`src/c_subset_lexer_unit_macros.svh`:
```
// ============================================================================
// Assertion macros for the C subset lexer unit
// Shared concurrent assertion forms, clocked on clock and disabled in reset.
// ============================================================================
`ifndef C_SUBSET_LEXER_UNIT_MACROS_SVH
`define C_SUBSET_LEXER_UNIT_MACROS_SVH

// The condition holds at every clock edge outside reset.
`define CLU_ASSERT_ALWAYS(label, cond, msg) \
   label: assert property (@(posedge clock) disable iff (reset) (cond)) \
      else $error(msg);

// The consequent holds in the same cycle as the antecedent.
`define CLU_ASSERT_IMPLY(label, ante, cons, msg) \
   label: assert property (@(posedge clock) disable iff (reset) (ante) |-> (cons)) \
      else $error(msg);

// The consequent holds in the cycle after the antecedent.
`define CLU_ASSERT_NEXT(label, ante, cons, msg) \
   label: assert property (@(posedge clock) disable iff (reset) (ante) |=> (cons)) \
      else $error(msg);

`endif

```
`src/clu_pkg.sv`:
```
// ============================================================================
// C subset lexer package
// Shared constants, token kind codes, item and result types, and helpers.
// ============================================================================
`default_nettype none

package clu_pkg;

   localparam longint unsigned SOURCE_LEN = 64'd65536;
   localparam int MAX_KEYWORD_LEN = 6;
   localparam int WB_IDX_W = $clog2(MAX_KEYWORD_LEN);
   localparam logic [15:0] POS_CAP = (SOURCE_LEN - 64'd1 < 64'hFFFF) ?
                                     16'(SOURCE_LEN - 64'd1) : 16'hFFFF;
   localparam logic [15:0] CNT_CAP = 16'hFFFF;

   localparam int MAX_RESULTS = 3;
   localparam int FQ_DEPTH = 4;
   localparam int FQ_PTR_W = $clog2(FQ_DEPTH);
   localparam int FQ_CNT_W = $clog2(FQ_DEPTH + 1);

   localparam logic [5:0] KIND_NONE   = 6'd0;
   localparam logic [5:0] KIND_STRING = 6'd3;
   localparam logic [5:0] KIND_CHAR   = 6'd5;
   localparam logic [5:0] KIND_IDENT  = 6'd6;
   localparam logic [5:0] KIND_NUM    = 6'd7;
   localparam logic [5:0] KIND_ASSIGN = 6'd13;
   localparam logic [5:0] KIND_PLUS   = 6'd14;
   localparam logic [5:0] KIND_MINUS  = 6'd15;
   localparam logic [5:0] KIND_MUL    = 6'd16;
   localparam logic [5:0] KIND_DIV    = 6'd17;
   localparam logic [5:0] KIND_LPAREN = 6'd18;
   localparam logic [5:0] KIND_RPAREN = 6'd19;
   localparam logic [5:0] KIND_LBRACE = 6'd20;
   localparam logic [5:0] KIND_RBRACE = 6'd21;
   localparam logic [5:0] KIND_SEMI   = 6'd22;
   localparam logic [5:0] KIND_GT     = 6'd23;
   localparam logic [5:0] KIND_LT     = 6'd24;
   localparam logic [5:0] KIND_EQ     = 6'd27;
   localparam logic [5:0] KIND_NE     = 6'd28;
   localparam logic [5:0] KIND_AND    = 6'd29;
   localparam logic [5:0] KIND_OR     = 6'd30;
   localparam logic [5:0] KIND_EOF    = 6'd31;

   localparam logic [1:0] STAT_TOKEN       = 2'd0;
   localparam logic [1:0] STAT_BAD_CHAR    = 2'd1;
   localparam logic [1:0] STAT_OPEN_STRING = 2'd2;
   localparam logic [1:0] STAT_BAD_CHR_LIT = 2'd3;

   localparam int NUM_KEYWORDS = 14;
   localparam int KW_TEXT_LEN = 6;

   localparam logic [8*KW_TEXT_LEN-1:0] KW_TEXT [NUM_KEYWORDS] = '{
      "int\000\000\000", "float\000", "double", "string",
      "bool\000\000", "char\000\000", "agar\000\000", "else\000\000",
      "return", "while\000", "for\000\000\000", "true\000\000",
      "false\000", "cout\000\000"
   };
   localparam logic [2:0] KW_LEN [NUM_KEYWORDS] = '{
      3'd3, 3'd5, 3'd6, 3'd6, 3'd4, 3'd4, 3'd4, 3'd4, 3'd6, 3'd5, 3'd3, 3'd4,
      3'd5, 3'd4
   };
   localparam logic [5:0] KW_KIND [NUM_KEYWORDS] = '{
      6'd0, 6'd1, 6'd2, 6'd3, 6'd4, 6'd5, 6'd8, 6'd9, 6'd10, 6'd11, 6'd12,
      6'd25, 6'd26, 6'd32
   };

   typedef enum logic [3:0] {
      CLS_SPACE, CLS_DIGIT, CLS_ALPHA, CLS_DQUOTE, CLS_SQUOTE, CLS_SLASH,
      CLS_EQUAL, CLS_BANG, CLS_AMP, CLS_PIPE, CLS_OP, CLS_BAD
   } cls_type;

   typedef struct packed {
      logic [7:0] ch;
      logic       last;
      cls_type    cls;
      logic       newline;
      logic       dot;
      logic [5:0] op_kind;
   } item_type;

   typedef struct packed {
      logic [5:0]  kind;
      logic [1:0]  status;
      logic [15:0] line_no;
      logic [15:0] start_res;
      logic [15:0] length;
      logic        final_res;
   } rsp_type;

   typedef struct packed {
      logic [1:0]                   count;
      rsp_type [MAX_RESULTS-1:0]    ent;
   } bundle_type;

   function automatic logic [15:0] pos_inc(input logic [15:0] v);
      return (v < POS_CAP) ? v + 16'd1 : v;
   endfunction

   function automatic logic [15:0] cnt_inc(input logic [15:0] v);
      return (v < CNT_CAP) ? v + 16'd1 : v;
   endfunction

   function automatic rsp_type make_rsp(input logic [5:0] kind, input logic [1:0] status,
                                        input logic [15:0] line_no,
                                        input logic [15:0] start_res,
                                        input logic [15:0] length);
      rsp_type r;
      r.kind      = kind;
      r.status    = status;
      r.line_no   = line_no;
      r.start_res = start_res;
      r.length    = length;
      r.final_res = 1'b0;
      return r;
   endfunction

   function automatic logic [5:0] word_kind(input logic [MAX_KEYWORD_LEN-1:0][7:0] wbuf,
                                            input logic [15:0] len);
      logic [5:0] kind;
      logic       hit;
      kind = KIND_IDENT;
      for (int i = 0; i < NUM_KEYWORDS; i++) begin
         hit = (len == 16'(KW_LEN[i]));
         for (int j = 0; j < KW_TEXT_LEN; j++) begin
            if ((j < int'(KW_LEN[i])) &&
                (wbuf[j] != KW_TEXT[i][8*(KW_TEXT_LEN-1-j) +: 8])) begin
               hit = 1'b0;
            end
         end
         if (hit) begin
            kind = KW_KIND[i];
         end
      end
      return kind;
   endfunction

endpackage

`default_nettype wire

```
`src/clu_front.sv`:
```
// ============================================================================
// C subset lexer front end
// Accepts source bytes, classifies each one and holds it in a short queue.
// ============================================================================
`default_nettype none

module clu_front (
   input  wire logic          clock,
   input  wire logic          reset,
   input  wire logic          push,
   output logic               full,
   input  wire logic [7:0]    req_ch,
   input  wire logic          req_last,
   output logic               fq_valid,
   output clu_pkg::item_type  fq_item,
   input  wire logic          fq_take
);
   import clu_pkg::*;

   item_type               data_ff [FQ_DEPTH];
   logic [FQ_PTR_W-1:0]    wr_ff, wr_in;
   logic [FQ_PTR_W-1:0]    rd_ff, rd_in;
   logic [FQ_CNT_W-1:0]    cnt_ff, cnt_in;
   item_type               cls_item;
   logic                   do_push;
   logic                   do_pop;

   always_comb begin
      cls_item.ch      = req_ch;
      cls_item.last    = req_last;
      cls_item.cls     = CLS_BAD;
      cls_item.newline = (req_ch == 8'h0A);
      cls_item.dot     = (req_ch == ".");
      cls_item.op_kind = KIND_NONE;
      if ((req_ch == " ") || ((req_ch >= 8'd9) && (req_ch <= 8'd13))) begin
         cls_item.cls = CLS_SPACE;
      end else if ((req_ch >= "0") && (req_ch <= "9")) begin
         cls_item.cls = CLS_DIGIT;
      end else if (((req_ch >= "a") && (req_ch <= "z")) ||
                   ((req_ch >= "A") && (req_ch <= "Z"))) begin
         cls_item.cls = CLS_ALPHA;
      end else begin
         case (req_ch)
            8'h22: cls_item.cls = CLS_DQUOTE;
            8'h27: cls_item.cls = CLS_SQUOTE;
            "/":   cls_item.cls = CLS_SLASH;
            "=":   cls_item.cls = CLS_EQUAL;
            "!":   cls_item.cls = CLS_BANG;
            "&":   cls_item.cls = CLS_AMP;
            "|":   cls_item.cls = CLS_PIPE;
            "+": begin
               cls_item.cls = CLS_OP;
               cls_item.op_kind = KIND_PLUS;
            end
            "-": begin
               cls_item.cls = CLS_OP;
               cls_item.op_kind = KIND_MINUS;
            end
            "*": begin
               cls_item.cls = CLS_OP;
               cls_item.op_kind = KIND_MUL;
            end
            "(": begin
               cls_item.cls = CLS_OP;
               cls_item.op_kind = KIND_LPAREN;
            end
            ")": begin
               cls_item.cls = CLS_OP;
               cls_item.op_kind = KIND_RPAREN;
            end
            "{": begin
               cls_item.cls = CLS_OP;
               cls_item.op_kind = KIND_LBRACE;
            end
            "}": begin
               cls_item.cls = CLS_OP;
               cls_item.op_kind = KIND_RBRACE;
            end
            ";": begin
               cls_item.cls = CLS_OP;
               cls_item.op_kind = KIND_SEMI;
            end
            ">": begin
               cls_item.cls = CLS_OP;
               cls_item.op_kind = KIND_GT;
            end
            "<": begin
               cls_item.cls = CLS_OP;
               cls_item.op_kind = KIND_LT;
            end
            default: cls_item.cls = CLS_BAD;
         endcase
      end
   end

   assign full     = (cnt_ff == FQ_CNT_W'(FQ_DEPTH));
   assign fq_valid = (cnt_ff != '0);
   assign fq_item  = data_ff[rd_ff];
   assign do_push  = push && !full;
   assign do_pop   = fq_take && fq_valid;

   always_comb begin
      wr_in  = do_push ? wr_ff + 1'b1 : wr_ff;
      rd_in  = do_pop ? rd_ff + 1'b1 : rd_ff;
      cnt_in = cnt_ff + FQ_CNT_W'(do_push) - FQ_CNT_W'(do_pop);
   end

   always_ff @(posedge clock) begin
      if (reset) begin
         wr_ff  <= '0;
         rd_ff  <= '0;
         cnt_ff <= '0;
      end else begin
         wr_ff  <= wr_in;
         rd_ff  <= rd_in;
         cnt_ff <= cnt_in;
      end
   end

   always_ff @(posedge clock) begin
      if (do_push) begin
         data_ff[wr_ff] <= cls_item;
      end
   end

`include "c_subset_lexer_unit_macros.svh"

   `CLU_ASSERT_ALWAYS(a_fq_count_bound, cnt_ff <= FQ_CNT_W'(FQ_DEPTH), "queue count out of range")

endmodule

`default_nettype wire

```
`src/clu_core.sv`:
```
// ============================================================================
// C subset lexer core
// Runs the tokenizer state machine on classified items, one item per step.
// ============================================================================
`default_nettype none

module clu_core (
   input  wire logic             clock,
   input  wire logic             reset,
   input  wire logic             fq_valid,
   input  clu_pkg::item_type     fq_item,
   output logic                  fq_take,
   input  wire logic             out_ready,
   output logic                  bundle_load,
   output clu_pkg::bundle_type   bundle
);
   import clu_pkg::*;

   typedef enum logic [12:0] {
      M_IDLE  = 13'b0000000000001,
      M_NUM   = 13'b0000000000010,
      M_WORD  = 13'b0000000000100,
      M_STR   = 13'b0000000001000,
      M_CHR1  = 13'b0000000010000,
      M_CHR2  = 13'b0000000100000,
      M_SLASH = 13'b0000001000000,
      M_CMT   = 13'b0000010000000,
      M_EQ    = 13'b0000100000000,
      M_BANG  = 13'b0001000000000,
      M_AMP   = 13'b0010000000000,
      M_PIPE  = 13'b0100000000000,
      M_HALT  = 13'b1000000000000
   } mode_type;

   mode_type                           mode_ff, mode_in;
   logic [15:0]                        pos_ff, pos_in;
   logic [15:0]                        line_ff, line_in;
   logic [15:0]                        ts_ff, ts_in;
   logic [15:0]                        tl_ff, tl_in;
   logic [MAX_KEYWORD_LEN-1:0][7:0]    wbuf_ff, wbuf_in;
   rsp_type [MAX_RESULTS-1:0]          res;
   logic [1:0]                         n;
   logic                               done;
   logic                               stop;
   logic                               is_alnum;
   logic                               want_ok;
   logic [5:0]                         pair_kind;
   logic                               fire;

   always_comb begin
      mode_in  = mode_ff;
      pos_in   = pos_ff;
      line_in  = line_ff;
      ts_in    = ts_ff;
      tl_in    = tl_ff;
      wbuf_in  = wbuf_ff;
      res      = '0;
      n        = 2'd0;
      done     = 1'b0;
      stop     = 1'b0;
      is_alnum = (fq_item.cls == CLS_ALPHA) || (fq_item.cls == CLS_DIGIT);
      want_ok  = 1'b0;
      pair_kind = KIND_NONE;

      case (mode_ff)
         M_HALT: begin
            stop = 1'b1;
         end
         M_STR: begin
            if (fq_item.cls == CLS_DQUOTE) begin
               res[n] = make_rsp(KIND_STRING, STAT_TOKEN, line_in, pos_inc(ts_in), tl_in);
               n = n + 2'd1;
               mode_in = M_IDLE;
            end else begin
               tl_in = cnt_inc(tl_in);
            end
            done = 1'b1;
         end
         M_CHR1: begin
            mode_in = M_CHR2;
            done = 1'b1;
         end
         M_CHR2: begin
            if (fq_item.cls != CLS_SQUOTE) begin
               res[n] = make_rsp(KIND_NONE, STAT_BAD_CHR_LIT, line_in, ts_in, 16'd0);
               n = n + 2'd1;
               mode_in = M_HALT;
               stop = 1'b1;
            end else begin
               res[n] = make_rsp(KIND_CHAR, STAT_TOKEN, line_in, pos_inc(ts_in), 16'd1);
               n = n + 2'd1;
               mode_in = M_IDLE;
            end
            done = 1'b1;
         end
         M_CMT: begin
            if (fq_item.newline) begin
               mode_in = M_IDLE;
            end else begin
               done = 1'b1;
            end
         end
         M_NUM: begin
            if ((fq_item.cls == CLS_DIGIT) || fq_item.dot) begin
               tl_in = cnt_inc(tl_in);
               done = 1'b1;
            end else begin
               res[n] = make_rsp(KIND_NUM, STAT_TOKEN, line_in, ts_in, tl_in);
               n = n + 2'd1;
               mode_in = M_IDLE;
            end
         end
         M_WORD: begin
            if (is_alnum) begin
               if (tl_in < 16'(MAX_KEYWORD_LEN)) begin
                  wbuf_in[tl_in[WB_IDX_W-1:0]] = fq_item.ch;
               end
               tl_in = cnt_inc(tl_in);
               done = 1'b1;
            end else begin
               res[n] = make_rsp(word_kind(wbuf_in, tl_in), STAT_TOKEN, line_in, ts_in, tl_in);
               n = n + 2'd1;
               mode_in = M_IDLE;
            end
         end
         M_SLASH: begin
            if (fq_item.cls == CLS_SLASH) begin
               mode_in = M_CMT;
               done = 1'b1;
            end else begin
               res[n] = make_rsp(KIND_DIV, STAT_TOKEN, line_in, ts_in, 16'd1);
               n = n + 2'd1;
               mode_in = M_IDLE;
            end
         end
         M_EQ: begin
            if (fq_item.cls == CLS_EQUAL) begin
               res[n] = make_rsp(KIND_EQ, STAT_TOKEN, line_in, ts_in, 16'd2);
               n = n + 2'd1;
               done = 1'b1;
            end else begin
               res[n] = make_rsp(KIND_ASSIGN, STAT_TOKEN, line_in, ts_in, 16'd1);
               n = n + 2'd1;
            end
            mode_in = M_IDLE;
         end
         M_BANG, M_AMP, M_PIPE: begin
            if (mode_ff == M_BANG) begin
               want_ok = (fq_item.cls == CLS_EQUAL);
               pair_kind = KIND_NE;
            end else if (mode_ff == M_AMP) begin
               want_ok = (fq_item.cls == CLS_AMP);
               pair_kind = KIND_AND;
            end else begin
               want_ok = (fq_item.cls == CLS_PIPE);
               pair_kind = KIND_OR;
            end
            if (!want_ok) begin
               res[n] = make_rsp(KIND_NONE, STAT_BAD_CHAR, line_in, ts_in, 16'd0);
               n = n + 2'd1;
               mode_in = M_HALT;
               stop = 1'b1;
            end else begin
               res[n] = make_rsp(pair_kind, STAT_TOKEN, line_in, ts_in, 16'd2);
               n = n + 2'd1;
               mode_in = M_IDLE;
            end
            done = 1'b1;
         end
         default: begin
            mode_in = M_IDLE;
         end
      endcase

      if (!stop && !done) begin
         ts_in = pos_ff;
         tl_in = 16'd1;
         case (fq_item.cls)
            CLS_SPACE: begin
               if (fq_item.newline) begin
                  line_in = cnt_inc(line_in);
               end
            end
            CLS_DIGIT: mode_in = M_NUM;
            CLS_ALPHA: begin
               wbuf_in[0] = fq_item.ch;
               mode_in = M_WORD;
            end
            CLS_DQUOTE: begin
               tl_in = 16'd0;
               mode_in = M_STR;
            end
            CLS_SQUOTE: mode_in = M_CHR1;
            CLS_SLASH:  mode_in = M_SLASH;
            CLS_EQUAL:  mode_in = M_EQ;
            CLS_BANG:   mode_in = M_BANG;
            CLS_AMP:    mode_in = M_AMP;
            CLS_PIPE:   mode_in = M_PIPE;
            CLS_OP: begin
               res[n] = make_rsp(fq_item.op_kind, STAT_TOKEN, line_in, pos_ff, 16'd1);
               n = n + 2'd1;
            end
            default: begin
               res[n] = make_rsp(KIND_NONE, STAT_BAD_CHAR, line_in, pos_ff, 16'd0);
               n = n + 2'd1;
               mode_in = M_HALT;
               stop = 1'b1;
            end
         endcase
      end

      if (!stop) begin
         pos_in = pos_inc(pos_ff);
         if (fq_item.last) begin
            case (mode_in)
               M_NUM: begin
                  res[n] = make_rsp(KIND_NUM, STAT_TOKEN, line_in, ts_in, tl_in);
                  n = n + 2'd1;
               end
               M_WORD: begin
                  res[n] = make_rsp(word_kind(wbuf_in, tl_in), STAT_TOKEN, line_in, ts_in,
                                    tl_in);
                  n = n + 2'd1;
               end
               M_SLASH: begin
                  res[n] = make_rsp(KIND_DIV, STAT_TOKEN, line_in, ts_in, 16'd1);
                  n = n + 2'd1;
               end
               M_EQ: begin
                  res[n] = make_rsp(KIND_ASSIGN, STAT_TOKEN, line_in, ts_in, 16'd1);
                  n = n + 2'd1;
               end
               M_BANG, M_AMP, M_PIPE: begin
                  res[n] = make_rsp(KIND_NONE, STAT_BAD_CHAR, line_in, ts_in, 16'd0);
                  n = n + 2'd1;
                  mode_in = M_HALT;
                  stop = 1'b1;
               end
               M_STR: begin
                  res[n] = make_rsp(KIND_NONE, STAT_OPEN_STRING, line_in, ts_in, 16'd0);
                  n = n + 2'd1;
                  mode_in = M_HALT;
                  stop = 1'b1;
               end
               M_CHR1, M_CHR2: begin
                  res[n] = make_rsp(KIND_NONE, STAT_BAD_CHR_LIT, line_in, ts_in, 16'd0);
                  n = n + 2'd1;
                  mode_in = M_HALT;
                  stop = 1'b1;
               end
               default: begin
               end
            endcase
            if (!stop) begin
               res[n] = make_rsp(KIND_EOF, STAT_TOKEN, line_in, pos_in, 16'd0);
               n = n + 2'd1;
               mode_in = M_IDLE;
               pos_in  = 16'd0;
               line_in = 16'd1;
               ts_in   = 16'd0;
               tl_in   = 16'd0;
            end
         end
      end

      if (n != 2'd0) begin
         res[n - 2'd1].final_res = 1'b1;
      end
   end

   assign fire         = fq_valid && ((n == 2'd0) || out_ready);
   assign fq_take      = fire;
   assign bundle_load  = fire && (n != 2'd0);
   assign bundle.count = n;
   assign bundle.ent   = res;

   always_ff @(posedge clock) begin
      if (reset) begin
         mode_ff <= M_IDLE;
         pos_ff  <= 16'd0;
         line_ff <= 16'd1;
         ts_ff   <= 16'd0;
         tl_ff   <= 16'd0;
      end else if (fire) begin
         mode_ff <= mode_in;
         pos_ff  <= pos_in;
         line_ff <= line_in;
         ts_ff   <= ts_in;
         tl_ff   <= tl_in;
      end
   end

   always_ff @(posedge clock) begin
      if (fire) begin
         wbuf_ff <= wbuf_in;
      end
   end

`include "c_subset_lexer_unit_macros.svh"

   `CLU_ASSERT_NEXT(a_halt_sticks, mode_ff == M_HALT, mode_ff == M_HALT, "left halt without reset")
   `CLU_ASSERT_NEXT(a_last_ends_stream, fire && fq_item.last, (mode_ff == M_IDLE) || (mode_ff == M_HALT), "stream end left a token open")

endmodule

`default_nettype wire

```
`src/clu_out.sv`:
```
// ============================================================================
// C subset lexer result stage
// Holds the results of one item and hands them out one per pop.
// ============================================================================
`default_nettype none

module clu_out (
   input  wire logic             clock,
   input  wire logic             reset,
   input  wire logic             bundle_load,
   input  clu_pkg::bundle_type   bundle,
   output logic                  out_ready,
   output logic                  empty,
   input  wire logic             pop,
   output clu_pkg::rsp_type      rsp
);
   import clu_pkg::*;

   rsp_type     ent_ff [MAX_RESULTS];
   logic [1:0]  cnt_ff, cnt_in;
   logic [1:0]  rd_ff, rd_in;
   logic        do_pop;

   assign empty     = (cnt_ff == 2'd0);
   assign do_pop    = pop && !empty;
   assign out_ready = empty || ((cnt_ff == 2'd1) && pop);
   assign rsp       = ent_ff[rd_ff];

   always_comb begin
      cnt_in = cnt_ff;
      rd_in  = rd_ff;
      if (bundle_load) begin
         cnt_in = bundle.count;
         rd_in  = 2'd0;
      end else if (do_pop) begin
         cnt_in = cnt_ff - 2'd1;
         rd_in  = rd_ff + 2'd1;
      end
   end

   always_ff @(posedge clock) begin
      if (reset) begin
         cnt_ff <= 2'd0;
         rd_ff  <= 2'd0;
      end else begin
         cnt_ff <= cnt_in;
         rd_ff  <= rd_in;
      end
   end

   always_ff @(posedge clock) begin
      if (bundle_load) begin
         for (int i = 0; i < MAX_RESULTS; i++) begin
            ent_ff[i] <= bundle.ent[i];
         end
      end
   end

`include "c_subset_lexer_unit_macros.svh"

   `CLU_ASSERT_IMPLY(a_final_on_last, cnt_ff == 2'd1, ent_ff[rd_ff].final_res, "last waiting result lacks final mark")

endmodule

`default_nettype wire

```
`src/c_subset_lexer_unit.sv`:
```
// ============================================================================
// C subset lexer unit
// Streaming tokenizer: source bytes in, tokens and errors out.
//
//   Channel   Ports                               Handshake
//   input     req_ch, req_last                    push / full
//   result    rsp_kind .. rsp_final_res           empty / pop
//
// One byte is taken per cycle unless the queue is full; the lexer core steps
// once per cycle while it has an item that is not held by waiting results.
// An item gives up to three results, and the result stage hands out one per
// pop, so items with two or three results hold the core for that many pops.
// Reset is synchronous and clears the queue, the result stage and the state.
// A four-item input queue lets the input side run on while results stall.
// ============================================================================
`default_nettype none

module c_subset_lexer_unit (
   input  wire logic          clock,
   input  wire logic          reset,
   input  wire logic          push,
   output logic               full,
   input  wire logic [7:0]    req_ch,
   input  wire logic          req_last,
   output logic               empty,
   input  wire logic          pop,
   output logic [5:0]         rsp_kind,
   output logic [1:0]         rsp_status,
   output logic [15:0]        rsp_line_no,
   output logic [15:0]        rsp_start_res,
   output logic [15:0]        rsp_length,
   output logic               rsp_final_res
);
   import clu_pkg::*;

   logic        fq_valid;
   item_type    fq_item;
   logic        fq_take;
   logic        out_ready;
   logic        bundle_load;
   bundle_type  bundle;
   rsp_type     rsp;

   clu_front u_front (
      .clock    (clock),
      .reset    (reset),
      .push     (push),
      .full     (full),
      .req_ch   (req_ch),
      .req_last (req_last),
      .fq_valid (fq_valid),
      .fq_item  (fq_item),
      .fq_take  (fq_take)
   );

   clu_core u_core (
      .clock       (clock),
      .reset       (reset),
      .fq_valid    (fq_valid),
      .fq_item     (fq_item),
      .fq_take     (fq_take),
      .out_ready   (out_ready),
      .bundle_load (bundle_load),
      .bundle      (bundle)
   );

   clu_out u_out (
      .clock       (clock),
      .reset       (reset),
      .bundle_load (bundle_load),
      .bundle      (bundle),
      .out_ready   (out_ready),
      .empty       (empty),
      .pop         (pop),
      .rsp         (rsp)
   );

   assign rsp_kind      = rsp.kind;
   assign rsp_status    = rsp.status;
   assign rsp_line_no   = rsp.line_no;
   assign rsp_start_res = rsp.start_res;
   assign rsp_length    = rsp.length;
   assign rsp_final_res = rsp.final_res;

endmodule

`default_nettype wire
```
`config.mk`:
```
export PLATFORM = sky130hd
export DESIGN_NAME = c_subset_lexer_unit
export DESIGN_NICKNAME = d
export VERILOG_FILES = /design/src/clu_pkg.sv /design/src/clu_front.sv /design/src/clu_core.sv /design/src/clu_out.sv /design/src/c_subset_lexer_unit.sv
export VERILOG_INCLUDE_DIRS = /design/src /design/src/src
export SDC_FILE = /design/constraint.sdc
export NUM_CORES = 1
export LEC_CHECK = 0
export ABC_AREA = 1
export BUFFER_PORTS_ARGS = -buffer_cell sky130_fd_sc_hd__buf_2
export CORE_UTILIZATION = 55
export CTS_BUF_LIST = sky130_fd_sc_hd__clkbuf_16
export DETAILED_ROUTE_END_ITERATION = 7
export GPL_ROUTABILITY_DRIVEN = 0
export PLACE_DENSITY_LB_ADDON = 0.2
export RECOVER_POWER = 50
export SYNTH_ARGS = -nofsm -noshare
export SYNTH_HDL_FRONTEND = slang
export SYNTH_HIERARCHICAL = 1
export SYNTH_SLANG_ARGS = --single-unit
```
`constraint.sdc`:
```
create_clock -name clock -period 11.47 [get_ports clock]
set_input_delay 1.7205 -clock clock [delete_from_list [all_inputs] [get_ports clock]]
set_output_delay 1.7205 -clock clock [all_outputs]
set_load 0.01 [all_outputs]
```
# Word-level counts from Yosys, hierarchy flattened
# Memories as Yosys holds them, arrays and structs flattened. A register that Yosys moved wholly into a read port is not among the register bits.
# Index checks and enable logic that the tools add are counted.
[totals] register_bits=136 ram_bits=255 inputBits=13 output_inout_bits=59 word_cells=610 memories=2
[mem_list] memory="u_out.ent_ff" words=3 width=57 rd=1 rd_ports_with_merged_regs=1 wr=3 line_no="clu_out.sv:19" text="rsp_type ent_ff [MAX_RESULTS];"
[mem_list] memory="u_front.data_ff" words=4 width=21 rd=1 rd_ports_with_merged_regs=1 wr=1 line_no="clu_front.sv:20" text="item_type data_ff [FQ_DEPTH];"
[classes] n_addsub=14 n_lt_le_gt_ge=23 n_eq_ne=153 mux=356 bitwise=1 reduce_logical=45
[op_table] cell="bitwise mux 171 bit" n=11
[op_table] cell="2-to-1 mux 171 bit" n=7
[op_table] cell="one-hot mux 171 bit (7 select lines)" n=1
[op_table] cell="inequality test 8 x 7 -> 1 bit (second input constant)" n=90
[op_table] cell="demux 57 bit (select 2 bit)" n=4
[op_table] cell="one-hot mux 57 bit (7 select lines)" n=1
[op_table] cell="2-to-1 mux 16 bit" n=23
[op_table] cell="one-hot mux 171 bit (2 select lines)" n=1
[op_table] cell="2-to-1 mux 57 bit" n=5
[op_table] cell="2-to-1 mux 1 bit" n=217
[op_table] cell="2-to-1 mux 48 bit" n=3
[op_table] cell="2-to-1 mux 13 bit" n=11
[op_table] cell="one-hot mux 13 bit (10 select lines)" n=1
[op_table] cell="equality test 8 x 6 -> 1 bit (second input constant)" n=16
[op_table] cell="one-hot mux 13 bit (9 select lines)" n=1
[op_table] cell="2-to-1 mux 56 bit" n=2
[op_table] cell="2-to-1 mux 54 bit" n=2
[op_table] cell="equality test 16 x 3 -> 1 bit (second input constant)" n=6
[op_table] cell="adder 16 x 1 -> 16 bit (second input constant)" n=4
[op_table] cell="less-than comparator 16 bit (second input constant)" n=4
[op_table] cell="2-to-1 mux 6 bit" n=9
[op_table] cell="2-to-1 mux 53 bit" n=1
[op_table] cell="2-to-1 mux 4 bit" n=13
[op_table] cell="one-hot mux 5 bit (10 select lines)" n=1
[op_table] cell="other kinds (63)" n=158

# Longest topological paths before layout
# Gate-level depths: netlist of run 1.
[depth] ltp_word=45 ltp_mapped=39

# Modules after synthesis
# Netlist of run 1, hierarchy kept.
[by_module_without_submodules] mod="clu_core" instances=1 cells_per_inst=2746 area_each_um2=14943.1 seq_area_each_um2=2982.9
[by_module_without_submodules] mod="clu_out" instances=1 cells_per_inst=465 area_each_um2=6583.8 seq_area_each_um2=5255.0
[by_module_without_submodules] mod="clu_front" instances=1 cells_per_inst=350 area_each_um2=3880.0 seq_area_each_um2=2582.5

# Worst setup path after synthesis of run 1
# OpenSTA, ideal clock, no wires.
[synth_timing] kind="register -> register" start="register (tool-made name)" end="register u_out.cnt_ff[0]" arrival_time_ns=8.626 setup_slack_ns=2.731 path_stages_with_launch=35 n_path_buf=3 path_cell_list="dfxtp_1 > inv_1 > clkbuf_1 > nor2_1 > o22ai_1 > nand2_1 > a21oi_1 > inv_1 > nand2_1 > inv_1 > nor3_1 > nand2_1 > ha_1 > inv_1 > o21ai_2 > ha_1 > inv_1 > o21a_1 > inv_1 > ha_1 > nor2_1 > a21oi_1 > nand2_1 > inv_2 > nand2_2 > a21boi_4 > buf_6 > buf_6 > nand2_1 > inv_1 > inv_1 > nand2_1 > nand2_1 > nand2_1 > nor2_1"
[synth_rtl] item="end signal, assigned" line_no="clu_out.sv:46" text="cnt_ff <= cnt_in;"
[synth_rtl] item="end, declared" line_no="clu_out.sv:20" text="logic [1:0] cnt_ff, cnt_in;"

==> metrics.txt, run 1 <==
clock root cell clkbuf_16; clock sinks 391; die span in y 217 um; main combinational cell family by area after synthesis simple AND/OR/NAND/NOR gates; DP HPWL 54,200 um; Die W 217 um; final core occ 0.600; CP peak stage delay 780 ps; Clock Skew 21.6 ps; total power 9.10 mW; fin. max-slew vios 298; nets 3,590; clk slew on worst S/H paths 60 ps; Least-Margin Pin Slew 3040 ps; Crit Path Category reg -> reg; global-route wire length before repair 120,000 um; Clk pwr share 0.157; 1st-iter DRT viols 3,353; Vias/cell 6.00; hold_ws 507 ps; CP max FO 152; cts hold-fix bufs 0; Int Power roughly 4.6 mW; TNS Setup 0 ps; largest net degree at the start of global routing 153; final WL ~76,000 um; Synth area leaders edfxtp_1, nand2_1, nor2_1, dfxtp_1, inv_1; Post-Synth Adder-Cell Area 0.0116; CP startpoint kind register; Synth top cells by count nand2_1, nor2_1, inv_1; NetSw 4.55 mW; R2R setup slack about 2100 ps; Initial Utilization 0.559; run status complete, but fails checks; Async S/R FF share, synth 0; Max rail drop VDD 496 uV; Synth top area share 0.353; grt total ovfl 0; PortBufs 71; drt pass-1 iters 7; n_diodes 0; maxcap violations 6; Most used DFF post-synth edfxtp_1; Seq/Total Area, Yosys 0.426; static leakage about 11 nW; fin crit period 9380 ps; design area 27,300 um^2; combinational share of power 0.535; antenna-violating nets left 0; Cells after Synth 3,561; Req. time, crit path 11,980 ps; die area 47,100 um^2; Placed Area 26,000 um^2; Sw Ratio 0.500; Hold Path Class reg -> reg; Post-Syn Area 25,400 um^2; cts bufs inserted 43; Synthesis Warnings 6; failing checks capacitance limit, slew limit; syn nets between 3,000 and 4,000; PostCTS Resize Cnt 0; number of global-route vias before repair approximately 23,000; WL per Instance 18.2 um; EDFF count, synth approximately 300; insertion delay to the later sink of the worst-skew pair 580 ps; sequential power share 0.308; area delta synth->final 7.34%; H-tree depth 2; initial antenna violation count 0; layout cells sized above 1 0.0435; Setup Buffers After CTS 0; mux share of post-synthesis cell area 0; Yosys reg bits 391; Simple-Gate Fraction of Synth Area 0.310; # setup viols final 0; crit-path most repeated cell nand2_1; Tcrit/Tclk final 0.818; fmax 0.107 GHz; Pwr Density 334 nW/um^2; All-Layer GR Usage 0.319; Slowest-stage cell, CP dfxtp_1; core area 45,500 um^2; WP data arrival 9900 ps; CTS Buffer Depth 3; CTS tree done; via count 25,100; Rel. slew slack -1.03; IO Count a little over 70; Distinct cells, synth 63; Critical Path Sink Type register; Final Hold Fails 0; # DRC 0; # rows 78; post-synthesis compound-gate area fraction 0.151; XOR/XNOR Fraction of Synth Area 0.00995; dominant cell type by area after synthesis edfxtp_1; top-count cell post-synth nand2_1; Avg Inst Size Synth 7.13 um^2; RSZ-0062 raised after global routing false
cell usage in the layout (no fill, tap or decap), drive strengths merged, types with 3 or more instances in the layout:
cell,n
bufinv,7
clkinvlp,5
o21bai,3
a32o,3
and3,4
o21ai,323
clkinv,20
or2,4
nand3,199
dfxtp,92
a211oi,4
o311ai,3
nor2,647
nand2,796
nand4,88
o221ai,6
a221oi,7
o31ai,4
inv,426
xor2,27
ha,22
nor3b,4
a22oi,5
clkbuf,118
nor4,25
edfxtp,299
nand3b,10
o22ai,40
a31oi,9
buf,22
o211ai,27
a21oi,233
o21a,6
o41ai,6
nor3,78
logic make-up after synthesis:
| family | count (synthesis) |
|---|---|
| DFF | 391 |
| other | 1 |
| AOI/OAI and AO/OA | 692 |
| adders and majority gates | 23 |
| and+or+nand+nor | 1855 |
| buffers and inverters | 571 |
| xor gates and xnor gates | 28 |
routing by layer:
metal  global-route usage  vias to the layer above  wire length (um)
met1                0.431                    11500             31200
met3               0.0570                      240              8200
met5                    0                        -                 0
met2                0.506                     1481             33800
li1                     -                    11900                 -
met4                0.127                        0              2910
through the flow:
stage | cells | setup WS, ps
2_1_floorplan | 3561 | 2730
3_3_place_gp | 4109 | 3900
3_5_place_dp | 4109 | 3640
4_1_cts | 4188 | 3570
5_1_grt | 4188 | 1450
6_report | 4188 | 2090
critical path, delay by kind of cell (launching register included):
family	cells	cell delay [ps]
buffers and inverters	9	2180
xor gates and xnor gates	1	350
adders and majority gates	4	1100
AOI/OAI and AO/OA	8	1970
DFF	1	780
and+or+nand+nor	12	2850
final timing paths:
kind                      from           endpoint  cells after the start
max                   register  u_front/cnt_ff[2]                     34
min          u_core/mode_ff[2]  u_core/mode_ff[2]                      2
max reg2reg           register  u_front/cnt_ff[2]                     34
min reg2reg  u_core/mode_ff[2]  u_core/mode_ff[2]                      2
power by group through the flow:
stage / Sequential, mW / Combinational, mW / Clock [mW]
6_report: 2.80 / 4.87 / 1.43
5_1_grt: 2.86 / 5.37 / 1.50
4_1_cts: 2.79 / 4.83 / 1.45
3_5_place_dp: 2.82 / 4.80 / 0
3_3_place_gp: 2.79 / 4.68 / 0
2_1_floorplan: 2.83 / 3.57 / 0
sequential cells by signal, indices dropped and copies added (netlist names), named ones only:
name / count
u_core/pos_ff: 16
u_out/ent_ff: 171
u_out/rd_ff: 2
u_front/wr_ff: 2
u_core/tl_ff: 16
u_front/cnt_ff: 3
u_core/wbuf_ff: 48
u_core/mode_ff: 13
u_core/ts_ff: 16
u_front/data_ff: 80
u_front/rd_ff: 2
u_out/cnt_ff: 2
u_core/line_ff: 16
final cells by class:
class                           count  area [um^2]
Timing Repair Buffer               97          449
Sequential cell                   391        10800
Multi-Input combinational cell   2599        12200
Clock inverter                     36          374
Fill cell                        4285        18200
Inverter                          422         1590
Clock buffer                       43         1080
Tap cell                          600          751
(Power assumes the default switching activity.)
==> run 2, diff against run 1 <==
==> constraint.sdc (replaced) <==
create_clock -name clock -period 8.1 [get_ports clock]
set_input_delay 1.215 -clock clock [delete_from_list [all_inputs] [get_ports clock]]
set_output_delay 1.215 -clock clock [all_outputs]
set_load 0.01 [all_outputs]
==> metrics.txt, run 2 (same netlist as run 1, synthesis figures left out) <==
nets 3,592 (+0.056%); Initial Utilization 0.559 (unchanged); maxcap violations 2 (-4); layout cells sized above 1 0.0446 (+0.00111); fin crit period 7400 ps (-1980 ps); TNS Setup 0 ps (unchanged); Vias/cell 6.07 (+1.2%); fill count 4,211 (-1.7%); static leakage 11.0 nW (about the same); CTS Buffer Depth 3 (unchanged); area delta synth->final 7.51%; Rel. slew slack -1.03 (-0.00118); H-tree depth 2 (unchanged); n_diodes 0 (unchanged); commonest non-fill, non-tap cell in the layout nand2_1; fin. max-slew vios 117 (-61%); Max rail drop VDD 594 uV (+20%); CP peak stage delay 800 ps (+20 ps); Top reg by flops u_out/ent_ff; design area 27,300 um^2 (+0.16%); grt total ovfl 0 (unchanged); CTS tree done; final non-filler cell total 4,188 (unchanged); dpl ws 1110 ps (-2530 ps); Req. time, crit path 8390 ps (-3590 ps); IO Count 72 (unchanged); global-route wire length before repair 123,000 um (+2.0%); most frequent cells in the layout nand2_1, nor2_1, inv_1; All-Layer GR Usage 0.324 (+0.00498); Placed Cells incl. Taps 4,113 (+0.097%); Least-Margin Pin Slew 3040 ps (+1.78 ps); die span in y 217 um (unchanged); Crit Path Category reg -> reg; number of flip-flops in the largest register 171 (unchanged); biggest regs u_out/ent_ff: 171 flops, u_front/data_ff: 80 flops, u_core/wbuf_ff: 48 flops; Placed Area 26,100 um^2 (+0.21%); clk slew on worst S/H paths 60 ps (about the same); final worst-path setup slack 696 ps (-1390 ps); initial antenna violation count 2 (+2); number of global-route vias before repair 23,000 (+0.32%); clock sinks 391 (unchanged); failing checks DRC, capacitance limit, slew limit; Die W 217 um (unchanged); via count 25,400 (+1.2%); # setup viols final 0 (unchanged); cts bufs inserted 41 (-4.7%); core area 45,500 um^2 (unchanged); antenna-violating nets left 0 (unchanged); Setup Buffers After CTS 0 (unchanged); PostCTS Resize Cnt 0 (unchanged); # rows 78 (unchanged); clock root cell clkbuf_16; Slowest-stage cell, CP clkbuf_1; Final Hold Fails 0 (unchanged); crit-path most repeated cell o21ai_0; # DRC 2 (+2); WP data arrival 7700 ps (-2200 ps); Critical Path Sink Type register; run status complete, but fails checks; insertion delay to the later sink of the worst-skew pair 590 ps (about the same); 1st-iter DRT viols 4,064 (+21%); CP startpoint kind register; Hold Path Class reg -> reg; CP max FO 40 (-74%); largest net degree at the start of global routing 152 (-0.65%); WL per Instance 18.3 um (+0.48%); PortBufs 71 (unchanged); Clock Skew 29.1 ps (+7.53 ps); final WL 76,500 um (+0.48%); drt pass-1 iters 8 (+1); cts hold-fix bufs 0 (unchanged); Cell Chain, Critical Path o21ai_0 > o22ai_1 > nand2_1 > a21oi_1 > nand3_2 > nand2_1 > nor2_1 > nand2_2 > o21ai_0 > inv_1 > ha_1 > inv_1 > nor2_1 > clkbuf_1 > clkinv_1 > o21ai_0 > nand2_1 > o211ai_1 > o21ai_0; fmax 0.135 GHz (+27%); DP HPWL 54,300 um (+0.34%); RSZ-0062 raised after global routing false; Pwr Density 476 nW/um^2 (+43%); die area 47,100 um^2 (unchanged); Tcrit/Tclk final 0.914 (+0.0960)
run 2: cell types whose count changed in the layout (fill, tap and decap cells not counted), sizes merged:
cell,previous run,this run
buf,22,27
clkinvlp,5,4
inv,426,422
clkinv,20,22
clkbuf,118,116
run 2: stage by stage:
stage                     utilization  hold slack [ps]  total power, mW
after CTS                       0.605              489             12.9
after detailed placement        0.573              481             10.9
after floorplan                     -              457             9.00
final                           0.601              490             13.0
after global routing            0.601              515             13.9
after global placement          0.573              474             10.7
run 2: path summary, 6_finish.rpt:
path	to	start	slack [ps]	cells past startpoint
worst max-delay path	u_out/ent_ff[0][19]	register	700	19
worst min-delay path	u_core/mode_ff[8]	u_core/mode_ff[8]	490	2
worst max register to register	u_out/ent_ff[0][19]	register	700	19
worst min register to register	u_core/mode_ff[8]	u_core/mode_ff[8]	490	2
run 2: per-layer routing:
layer  part of all wire  wire (um)  global-route usage  vias up
met3               0.12       9150              0.0672      234
met4              0.033       2490               0.119        4
li1                   -          -                   -    11900
met2               0.44      33500               0.492     1591
met1               0.41      31400               0.455    11700
met5            0.00035         27                   0        -
run 2: final cells by class:
class / instances / area (um^2) / share of cell area
timing repair buffer: 101 / 507 / 0.0186
sequential: 391 / 10800 / 0.396
clock buffer: 42 / 1050 / 0.0385
tap: 600 / 751 / 0.0275
multi-input combinational: 2599 / 12200 / 0.447
clock inverter: 33 / 377 / 0.0138
inverter: 422 / 1590 / 0.0581
run 2: power breakdown:
part           switching (mW)  leakage (nW)  internal, mW  total [mW]
combinational            5.30          6.72          1.77        7.07
sequential              0.439          3.62          3.51        3.95
clock                   0.817         0.706          1.18        1.99
total                    6.55          11.0          6.46        13.0
run 2: critical path, delay by kind of cell (launching register included):
kind            cells  cell delay (ps)
compound gates      7             1890
fa+ha+maj           1              450
buf+inv             4             2180
flops               1              750
simple gates        7             1830
